===== config.mk =====
export PLATFORM = sky130hd
export DESIGN_NAME = tmse_ram
export DESIGN_NICKNAME = d
export VERILOG_FILES = /design/src/tmse_ram.sv
export SDC_FILE = /design/constraint.sdc
export NUM_CORES = 2
export LEC_CHECK = 0
export BUFFER_PORTS_ARGS = -buffer_cell sky130_fd_sc_hd__buf_2
export CAP_MARGIN = 25
export CORE_MARGIN = 2
export CORE_UTILIZATION = 55
export CTS_BUF_LIST = sky130_fd_sc_hd__clkbuf_16
export DETAILED_ROUTE_END_ITERATION = 10
export PLACE_DENSITY = 0.71
export SLEW_MARGIN = 20
export SYNTH_ARGS = -nofsm -noshare
export SYNTH_HDL_FRONTEND = slang
export SYNTH_SLANG_ARGS = --single-unit

===== constraint.sdc =====
create_clock -name i_clk -period 6.6 [get_ports i_clk]
set_clock_uncertainty 0.2 [all_clocks]
set_input_delay 0.99 -clock i_clk [delete_from_list [all_inputs] [get_ports i_clk]]
set_output_delay 0.99 -clock i_clk [all_outputs]
set_load 0.005 [all_outputs]

===== src/tmse_ram.sv =====
// Generic single-port-write, single-port-read RAM with registered read data.
module tmse_ram #(
    parameter int unsigned WIDTH = 8,
    parameter int unsigned DEPTH = 256
) (
    input  logic                     i_clk,
    input  logic                     i_we,
    input  logic [$clog2(DEPTH)-1:0] i_waddr,
    input  logic [WIDTH-1:0]         i_wdata,
    input  logic                     i_re,
    input  logic [$clog2(DEPTH)-1:0] i_raddr,
    output logic [WIDTH-1:0]         o_rdata
);

    logic [WIDTH-1:0] r_mem [DEPTH];
    logic [WIDTH-1:0] r_rdata;

    // Write port
    always_ff @(posedge i_clk) begin
        if (i_we) begin
            r_mem[i_waddr] <= i_wdata;
        end
    end

    // Read port, data held until the next enabled read
    always_ff @(posedge i_clk) begin
        if (i_re) begin
            r_rdata <= r_mem[i_raddr];
        end
    end

    assign o_rdata = r_rdata;

endmodule


### After elaboration in Yosys (flattened, before gate mapping)

Memory sizes are Yosys's and may differ from the RTL's. A register that Yosys moved wholly into a read port is not among the register bits.
Cells that the tools add are included.

* output and inout port bits: 8
* bits of input ports: 27
* memory bits (writable): 2048
* register bits: 0
* memories: 1

* multiplexer cells: 2

Memory list
* r_mem: words 256, width 8, read ports 1, clocked after memory_dff 1, wr ports 1, line 15 `logic [WIDTH-1:0] r_mem [DEPTH];`

Operator list (number)
* $mux 1: 2

### Longest topological paths before layout

* depth in word-level cells: 2
* gate-level depth with buffers: 11
* mapped depth without buffers: 6

### Worst setup path before layout

OpenSTA, ideal clock, no wires.

* path kind: input port to flip-flop
* start: input port i_raddr[0]
* end: register r_rdata[2] (netlist: o_rdata[2]) (read register of r_mem), data pin
* stages: 9
* library setup time: 269 ps
* slack: 3334 ps
* data arrival time: 2797 ps
* required time: 6131 ps
* buffers on the path: 4
* cells stage by stage: buf_6 > buf_12 > buf_8 > buf_2 > mux4_2 > a22oi_1 > a21oi_1 > nor4_1 > nor4_2

RTL lines
* start: declaration: line 11 `input logic [$clog2(DEPTH)-1:0] i_raddr,`
* end: declaration: line 16 `logic [WIDTH-1:0] r_rdata;`

==> impl_metrics.json <==
{
  "post_route_cells_drive_above_1_share": 0.226,
  "async_reset_ff_frac": 0,
  "cts_root_buffer": "clkbuf_16",
  "grt_setup_unrepaired": "false",
  "crit_arrival_ns": 4.61,
  "setup_tns_ns": 0,
  "hold_violation_total_from_the_final_report": 0,
  "wl_per_cell_um": 32.6,
  "vias": 39400,
  "cts_stage_hold_buffer_count": 0,
  "required_time_reported_for_the_critical_path_endpoint_ns": 6.95,
  "main_combinational_cell_family_by_area_after_synthesis": "multiplexers",
  "floorplan.initialDensity": 0.554,
  "tightestPinTransition_ns": 1.19,
  "critical_path.max_fanout": 54,
  "post_synth_net_total": 3760,
  "final_util": 0.615,
  "finalWorstPathRequiredPeriod_ns": 4.26,
  "place.detailed.hpwl_um": 116000,
  "synth_largest_type_area_fraction": 0.775,
  "synthToLayoutAreaGrowth_pct": 10.9,
  "globalRouteOverflowTotal": 0,
  "clkLatencyLatePin_ns": 0.85,
  "grt_pass1_vias": 39100,
  "min-delay-start": "i_wdata[4]",
  "r2r_cells": 6,
  "route.detailed.drc": 4,
  "xor_xnor_share_of_the_synthesized_area": 0,
  "worstReg2RegEnd": "o_rdata[3]",
  "reg2reg_slack_ns": 3.21,
  "initialDrtViolationCount": 4779,
  "layout.cell_area.non_filler_um2": 88300,
  "grt_max_degree": 193,
  "post_cts_sizing_count": 0,
  "final_routed_wirelength_um": 193000,
  "leakage_nw": 27.3,
  "die_area_um2": 148000,
  "synth_compound_area_frac": 0.0342,
  "initial_antenna_violation_count": 12,
  "grt_pass1_wl_um": 279000,
  "violations": "design-rule violations",
  "io_pins": 35,
  "timing.max_cap.violations": 0,
  "synth_seq_area_share": 0.775,
  "power_per_cell_area_nw_per_um2": 304,
  "filler_cell_count": 9772,
  "ys.flop_type": "edfxtp_1",
  "cts_max_path_buffers": 3,
  "die_width_um": 385,
  "final.period_utilization": 0.646,
  "ant_nets": 0,
  "synthMostInstantiatedCell": "edfxtp_1",
  "critical_path.reg2reg.startpoint": "r_mem[82][3]",
  "layout.area.seq_um2": 61700,
  "grt_util_all_layers": 0.264,
  "min_to": "r_mem[70][4]",
  "whs_path_depth": 1,
  "synthSimpleGateAreaFrac": 0.0263,
  "synth.lib_cells_used.distinct": 54,
  "floorplan.core_area_um2": 144000,
  "post_synth_fa_ha_maj_area_fraction": 0,
  "vias_per_cell": 6.66,
  "gp_congestion": 0.853,
  "final_net_count": 3873,
  "cts_tree": "done",
  "row_count": 139,
  "yosysWarnings": 0,
  "irDropWorstVdd_v": 0.000377,
  "post_cts_buffers": 0,
  "port_buffers": 34,
  "run_status": "complete, but fails checks",
  "max_freq_mhz": 235,
  "post_synth_instance_area_um2": 79600,
  "clk_pin_slew_worst_paths_ns": 0.06,
  "worstSetupStartpointType": "primary input",
  "postSynthAreaPerCell_um2": 21.3,
  "tritoncts.num_buffers": 198,
  "hold_path.class": "primary input to flip-flop",
  "critPathKind": "primary input to flip-flop",
  "cp-end-kind": "flip-flop",
  "multiplexer_area_fraction_after_synthesis": 0.146,
  "synth-edff-count": 2056,
  "synth_top_area_cell": "edfxtp_1",
  "worst_slew_slack_as_a_fraction_of_its_limit": 0.207,
  "cts_htree_levels": 4,
  "slew_viol_final": 0,
  "synth-seq-cells": 2056,
  "placed_cell_area_um2": 81900,
  "drt_pass1_iterations": 10,
  "post_synth_inst_count": 3733,
  "multiInputGateArea_um2": 16500,
  "timing.final.setup_violations": 0,
  "numClockSinks": 2056,
  "dominant_cells_by_area_after_synthesis": "edfxtp_1, mux4_2, mux2i_1",
  "ys_top_cells_by_count": "edfxtp_1, mux4_2, nor2_1, mux2i_1, a22oi_1",
  "die_h_um": 385
}
-- cells in the final DEF, fill, tap and decap left out, types with 5 or more instances in the layout --
master,count
a211oi_1,16
a21oi_1,96
a221oi_1,13
a22o_1,8
a22oi_1,133
and2_1,6
buf_12,14
buf_2,26
buf_4,92
bufinv_16,20
clkbuf_16,200
clkbuf_8,6
clkinv_1,46
clkinv_2,39
clkinv_4,5
clkinv_8,6
edfxtp_1,2056
inv_1,37
mux2i_1,134
mux4_2,454
nand2_1,33
nand2b_1,8
nand3_1,34
nand4_1,10
nor2_1,279
nor2b_1,28
nor3_1,21
nor4_1,20
nor4_2,7
o211ai_1,10
o21ai_0,10
o221ai_1,46
o22a_1,5
o22ai_1,28
-- flip-flops by register name, summed over array words and instances, names as in the netlist --
register	count
r_mem	2048
o_rdata	8
-- cell type report --
type / count / area share
Multi-Input combinational cell: 1442 / 0.187
Timing Repair Buffer: 146 / 0.0148
Sequential cell: 2056 / 0.699
Tap cell: 1903 / 0.0270
Clock buffer: 200 / 0.0567
Antenna cell: 4 / 0.000113
Clock inverter: 162 / 0.0157
Inverter: 2 / 0.0000850
-- power by group --
group / internal (mW) / total, mW / switching, mW
Combinational: 0.428 / 1.26 / 0.831
Clock: 6.29 / 11.1 / 4.84
Sequential: 14.4 / 14.4 / 0.0238
Total: 21.1 / 26.8 / 5.69
-- cells by family after synthesis --
| family | after synthesis |
|---|---|
| buffers and inverters | 235 |
| AOI/OAI and AO/OA | 385 |
| and+or+nand+nor | 466 |
| DFF | 2056 |
| muxes | 591 |
-- per-layer routing --
layer,global-route usage,share of wire
met5,0,0.00036
met4,0.0955,0.037
met3,0.0655,0.10
met2,0.407,0.48
met1,0.373,0.39
-- stage by stage --
stage | setup WS, ns | power, mW | cells | hold slack (ns)
2_1_floorplan | 3.33 | 15.4 | 3733 | 0.664
3_3_place_gp | 1.05 | 15.9 | 5533 | 0.842
3_5_place_dp | 1.55 | 16.0 | 5544 | 0.892
4_1_cts | 2.43 | 26.9 | 5906 | 0.417
5_1_grt | 2.23 | 27.5 | 5912 | 0.426
6_report | 2.34 | 26.8 | 5915 | 0.408
-- worst max path at each step --
stage	start	end	slack (ns)	cells past startpoint
floorplan	i_raddr[0]	o_rdata[2]	3.33	9
CTS	i_raddr[0]	o_rdata[3]	2.43	8
detailed placement	i_raddr[0]	o_rdata[3]	1.55	8
global placement	i_raddr[0]	o_rdata[2]	1.05	7
finish	i_raddr[0]	o_rdata[3]	2.34	8
global route	i_raddr[0]	o_rdata[3]	2.23	8
-- critical path, stage by stage --
cell and delay (ns):
buf_8 0.55, buf_12 0.36, mux4_2 0.55, a22o_1 0.25, a221oi_1 0.54, o32ai_1 0.32
nor3_1 0.80, nor4_1 0.14
No activity file was read; power rests on OpenSTA's default activity.
