<file path="config.mk">
export PLATFORM = sky130hd
export DESIGN_NAME = tmse_step
export DESIGN_NICKNAME = d
export VERILOG_FILES = /design/src/tmse_pkg.sv /design/src/tmse_step.sv
export SDC_FILE = /design/constraint.sdc
export NUM_CORES = 1
export LEC_CHECK = 0
export BUFFER_PORTS_ARGS = -buffer_cell sky130_fd_sc_hd__buf_2
export CAP_MARGIN = 30
export CORE_AREA = 2 2 39 41
export DETAILED_ROUTE_END_ITERATION = 7
export DIE_AREA = 0 0 41 43
export GPL_ROUTABILITY_DRIVEN = 0
export PLACE_DENSITY = 0.71
export SYNTH_ARGS = -nofsm -noshare
export SYNTH_HDL_FRONTEND = slang
export SYNTH_SLANG_ARGS = --single-unit
</file>
<file path="constraint.sdc">
create_clock -name vclk -period 2.7
set_clock_uncertainty 0.05 [all_clocks]
set_input_delay 0.405 -clock vclk [all_inputs]
set_output_delay 0.405 -clock vclk [all_outputs]
set_load 0.01 [all_outputs]
</file>
<file path="src/tmse_pkg.sv">
// Shared types and codes for the Turing machine step engine.
package tmse_pkg;

    // Fixed field widths
    localparam int unsigned STATE_W  = 4;
    localparam int unsigned SYMBOL_W = 4;
    localparam int unsigned MOVE_W   = 2;
    localparam int unsigned KIND_W   = 2;
    localparam int unsigned STATUS_W = 3;
    localparam int unsigned POS_W    = 12;
    localparam int unsigned COUNT_W  = 32;
    localparam int unsigned CFG_IDX_W = 1;

    // Rule table is addressed by {state, symbol}
    localparam int unsigned RULE_AW    = STATE_W + SYMBOL_W;
    localparam int unsigned RULE_DEPTH = 1 << RULE_AW;

    // Width that holds a state or symbol count up to 256
    localparam int unsigned LIMIT_W = 9;

    // Input item kinds
    localparam logic [KIND_W-1:0] KIND_LOAD    = 2'd0;
    localparam logic [KIND_W-1:0] KIND_WRITE   = 2'd1;
    localparam logic [KIND_W-1:0] KIND_RESTART = 2'd2;
    localparam logic [KIND_W-1:0] KIND_STEP    = 2'd3;

    // Result status codes
    localparam logic [STATUS_W-1:0] STAT_DONE    = 3'd0;
    localparam logic [STATUS_W-1:0] STAT_STEPPED = 3'd1;
    localparam logic [STATUS_W-1:0] STAT_HALTED  = 3'd2;
    localparam logic [STATUS_W-1:0] STAT_REJECT  = 3'd3;
    localparam logic [STATUS_W-1:0] STAT_RANGE   = 3'd4;

    // Head move codes
    localparam logic [MOVE_W-1:0] MOVE_STAY  = 2'd0;
    localparam logic [MOVE_W-1:0] MOVE_LEFT  = 2'd1;
    localparam logic [MOVE_W-1:0] MOVE_RIGHT = 2'd2;

    // Configuration register indexes
    localparam logic [CFG_IDX_W-1:0] CFG_INITIAL = 1'b0;
    localparam logic [CFG_IDX_W-1:0] CFG_HALT    = 1'b1;

    // Reset values of the configuration registers
    localparam logic [STATE_W-1:0] INITIAL_RESET = 4'd0;
    localparam logic [STATE_W-1:0] HALT_RESET    = 4'd15;

    // One rule table word
    typedef struct packed {
        logic                valid;
        logic [STATE_W-1:0]  goto_state;
        logic [SYMBOL_W-1:0] write_symbol;
        logic [MOVE_W-1:0]   move;
    } t_rule;

    localparam int unsigned RULE_W = $bits(t_rule);

    // Decision of one machine step, from the step unit to the sequencer
    typedef struct packed {
        logic [STATUS_W-1:0] status;
        logic [STATE_W-1:0]  goto_state;
        logic                write_en;
        logic [SYMBOL_W-1:0] write_symbol;
        logic                head_dec;
        logic                head_inc;
        logic                count_en;
    } t_step_ctl;

endpackage

</file>
<file path="src/tmse_step.sv">
// Step decision: rule match, halt check, head bounds and status of one step.
module tmse_step #(
    parameter int unsigned TAPE_DEPTH   = 4096,
    parameter int unsigned STATE_COUNT  = 16,
    parameter int unsigned SYMBOL_COUNT = 16
) (
    input  logic [$clog2(TAPE_DEPTH)-1:0]  i_head,
    input  logic [tmse_pkg::STATE_W-1:0]   i_state,
    input  logic [tmse_pkg::STATE_W-1:0]   i_halt_state,
    input  logic [tmse_pkg::SYMBOL_W-1:0]  i_read_symbol,
    input  tmse_pkg::t_rule                i_rule,
    output tmse_pkg::t_step_ctl            o_ctl
);

    localparam int unsigned HEAD_W = $clog2(TAPE_DEPTH);
    localparam int unsigned LIM_W  = tmse_pkg::LIMIT_W;
    localparam logic [HEAD_W-1:0] HEAD_LAST = HEAD_W'(TAPE_DEPTH - 1);

    logic key_ok;
    logic halted;

    // A rule matches only for keys inside the table and with its valid bit set
    assign key_ok = (LIM_W'(i_state) < LIM_W'(STATE_COUNT))
                 && (LIM_W'(i_read_symbol) < LIM_W'(SYMBOL_COUNT))
                 && i_rule.valid;
    assign halted = (i_state == i_halt_state);

    // Decide status, state change, tape write and head move
    always_comb begin
        o_ctl              = '0;
        o_ctl.status       = tmse_pkg::STAT_REJECT;
        o_ctl.goto_state   = i_state;
        o_ctl.write_symbol = i_rule.write_symbol;
        if (halted) begin
            o_ctl.status = tmse_pkg::STAT_HALTED;
        end else if (key_ok) begin
            o_ctl.write_en   = 1'b1;
            o_ctl.count_en   = 1'b1;
            o_ctl.goto_state = i_rule.goto_state;
            o_ctl.status     = (i_rule.goto_state == i_halt_state) ? tmse_pkg::STAT_HALTED
                                                                   : tmse_pkg::STAT_STEPPED;
            // Out-of-range move keeps the head and overrides halted
            case (i_rule.move)
                tmse_pkg::MOVE_LEFT: begin
                    if (i_head == '0) begin
                        o_ctl.status = tmse_pkg::STAT_RANGE;
                    end else begin
                        o_ctl.head_dec = 1'b1;
                    end
                end
                tmse_pkg::MOVE_RIGHT: begin
                    if (i_head == HEAD_LAST) begin
                        o_ctl.status = tmse_pkg::STAT_RANGE;
                    end else begin
                        o_ctl.head_inc = 1'b1;
                    end
                end
                default: begin
                    o_ctl.head_dec = 1'b0;
                end
            endcase
        end
    end

endmodule

</file>
**Yosys cells after proc, flatten, opt, wreduce, memory -nomap -nowiden**

Index checks and enable logic that the tools add are counted.

- Register bits after elaboration: 0
- Output and inout bits: 15
- Bits of input ports: 35
- Word-level logic and storage cells: 19

- Eq/ne operators: 5
- Reductions and logical operators: 1
- Multiplexer cells: 13

Operator list:

| operator | count |
|---|---|
| 2-to-1 mux 3 bit | 5 |
| == test 12 bit, second input constant | 1 |
| logical NOT 12 bit | 1 |
| == test 4 bit | 2 |
| 2-to-1 mux 8 bit | 1 |
| case mux 3 bit (2 select lines) | 1 |
| 2-to-1 mux 5 bit | 1 |
| 2-to-1 mux 1 bit | 4 |
| == test 2 x 1 -> 1 bit, second input constant | 1 |
| == test 2 bit, second input constant | 1 |
| 2-to-1 mux 2 bit | 1 |

**Logic depth before layout (Yosys ltp)**

- Depth after elaboration: 6
- Depth in mapped cells: 6
- Depth with buffers taken out: 5

**Worst setup path before layout**

OpenSTA, ideal clock, no wires.

- Kind: input to output
- Start point: input port i_state[1] (netlist bit)
- End point: output port o_ctl[10] (netlist bit)
- Path slack: 688 ps
- Cell stages on the path: 5
- Arrival time: 1557 ps
- Path buffers: 1
- Data required time: 2245 ps
- Path through: xor2_1 -> nor4_1 -> nand2b_1 -> buf_4 -> mux2_2

RTL lines:

| what | RTL line | source |
|---|---|---|
| start, declared | tmse_step.sv:8 | `input logic [tmse_pkg::STATE_W-1:0] i_state,` |
| end, declared | tmse_step.sv:12 | `output tmse_pkg::t_step_ctl o_ctl` |

==> summary.md <==
| Metric | Value |
|---|---|
| Critical Path RT | `2.25 ns` |
| Synth unique cells | `18` |
| Register area | `0 um2` |
| Post-Synthesis Cell Area | `354.1 um2` |
| # fillers | `146` |
| Flop pwr share | `0%` |
| Setup bufs post-CTS | `0` |
| Pwr/cell area | `152.6 nW/um2` |
| Vias in the first global route | `423` |
| DP HPWL | `851 um` |
| Post-Synthesis Cells | `44` |
| Vias per inst | `4.882` |
| Max VDD drop | `47.35 uV` |
| Max Cap Viol | `0` |
| Mapped Avg Cell Area | `8.048 um2` |
| Starting Density | `25.59%` |
| Hold_buf cts | `0` |
| Arrival time at the worst endpoint | `1.88 ns` |
| Setup repair after global routing missed its margin | `no` |
| Yosys top cell area share | `19.79%` |
| Number of I/O pins | `50` |
| Drc violations | `0` |
| Worst Tran Pin Value | `0.4031 ns` |
| Area after DPL | `526.8 um2` |
| Post-route minimum period | `2.331 ns` |
| # rows | `14` |
| Gate power share | `100.0%` |
| Routed len/inst | `9.731 um` |
| Footprint of the multi-input gates | `297.8 um2` |
| Die X-Extent | `41 um` |
| Final ANT Viol Nets | `0` |
| Leading area contributor after synthesis | `xor2_1` |
| Post-Syn Nets | `81` |
| DR iter-0 viols | `1` |
| Crit end category | `output port` |
| First-pass GRT wire length | `1380 um` |
| Switch Pwr | `38.16 uW` |
| Period utilization | `86.32%` |
| Internal | `42.24 uW` |
| Core Area | `1384 um2` |
| Total Wirelength | `905 um` |
| Slew Limit Fails | `0` |
| Nets@finish | `116` |
| Share of cells above drive strength 1 | `61.04%` |
| Register area share after synthesis | `0%` |
| Critical path type | `in2out` |
| CP startpoint kind | `input port` |
| Total global-route track usage | `10.19%` |
| Final instance area | `526.8 um2` |
| Clock power share | `0%` |
| Sw Share | `47.46%` |
| Initial antenna violation count | `0` |
| Layout area overhead | `48.76%` |
| Port bufs | `38` |
| Fin. Hold Viols | `0` |
| Status | `complete, no violations` |
| Clk_buf instances | `0` |
| Final setup violation count | `0` |
| F_max | `0.4291 GHz` |
| Area contributors post-synth | `xor2_1 (20%), buf_4 (13%), mux2_2 (13%), ha_1 (7.1%), or4_4 (6.4%)` |
| Critical Path Fanout Max | `5` |
| Slew Limit Headroom | `72.88%` |
| Post_cts resized | `0` |
| Ant. Diodes | `0` |
| Total Die Area | `1763 um2` |
| YS warnings | `0` |
| Leakage | `0.0002764 uW` |
| FFs & Latches | `0` |
| Setup_tns | `0 ns` |
| Router iterations before antenna repair | `2` |
| Grt total ovfl | `0` |
| Min-delay worst type | `in2out` |
| Largest net degree at the start of global routing | `6` |
| Die height | `43 um` |
| Vias | `454` |
-- worst max-delay path: stages --
cell      delay (ns)
buf_2           0.12
xor2_1          0.16
nor4_1          0.40
nand2b_1        0.29
mux2_2          0.37
buf_2           0.14
-- final timing paths --
| path | start | end | slack (ns) | depth (start not counted) |
|---|---|---|---|---|
| max | i_halt_state[0] | o_ctl[10] | 0.37 | 6 |
| min | i_rule[2] | o_ctl[3] | 0.76 | 0 |
-- layout make-up --
cell class	count	area share, %
Multi-Input combinational cell	35	56.53
Inverter	3	2.138
Tap cell	16	3.800
Timing Repair Buffer	39	37.53
-- synth_stat cells --
master	n
o31ai_1	1
o31ai_4	1
nand3b_2	1
nor4_1	2
a21o_1	1
xor2_1	8
mux2_2	4
nor3_1	3
nor2_1	3
inv_1	3
or4_4	2
nand2b_1	1
ha_1	2
nand4_1	3
o2bb2ai_1	1
a22oi_1	1
buf_4	6
or4_1	1
-- layer usage --
| layer | vias to the layer above | wire [um] | GRT usage, % | part of all wire (%) |
|---|---|---|---|---|
| met5 | - | 0 | 0 | 0 |
| met4 | 0 | 0 | 0 | 0 |
| met3 | 0 | 104 | 0 | 11 |
| met2 | 28 | 473 | 21.25 | 52 |
| met1 | 201 | 327 | 10.76 | 36 |
| li1 | 225 | - | - | - |
-- cell usage in the layout, fill, tap and decap left out --
cell type | Yosys | routed
a21o_1 | 1 | 1
a22oi_1 | 1 | 1
buf_2 | 0 | 38
buf_4 | 6 | 1
ha_1 | 2 | 2
inv_1 | 3 | 3
mux2_2 | 4 | 4
nand2b_1 | 1 | 1
nand3b_2 | 1 | 1
nand4_1 | 3 | 3
nor2_1 | 3 | 3
nor3_1 | 3 | 3
nor4_1 | 2 | 2
o2bb2ai_1 | 1 | 1
o31ai_1 | 1 | 1
o31ai_4 | 1 | 1
or4_1 | 1 | 1
or4_4 | 2 | 2
xor2_1 | 8 | 8
-- power by group through the flow --
stage | registers (uW) | clock network, uW | logic (uW)
after floorplan | 0 | 0 | 48.6
after global placement | 0 | 0 | 80.2
after detailed placement | 0 | 0 | 81.3
after CTS | 0 | 0 | 81.9
after global routing | 0 | 0 | 89.5
final | 0 | 0 | 80.4
-- metrics by stage --
step / utilization [%] / instances / power [uW] / worst slack (ns) / hold WS (ns)
after global routing: 38.07 / 93 / 89.51 / 0.2235 / 0.7600
final: 38.07 / 93 / 80.39 / 0.3694 / 0.7600
after CTS: 38.07 / 93 / 81.91 / 0.3333 / 0.7601
after global placement: 38.07 / 93 / 80.20 / 0.3282 / 0.7601
after floorplan: - / 44 / 48.57 / 0.6885 / 0.8501
after detailed placement: 38.07 / 93 / 81.30 / 0.3395 / 0.7601
-- cells by family after synthesis --
kind of cell | synth area share [%]
adders and majority gates | 7.066
AOI/OAI and AO/OA | 14.84
buffers and inverters | 15.90
muxes | 12.72
xor gates and xnor gates | 19.79
and+or+nand+nor | 29.68
(Power assumes the default switching activity.)
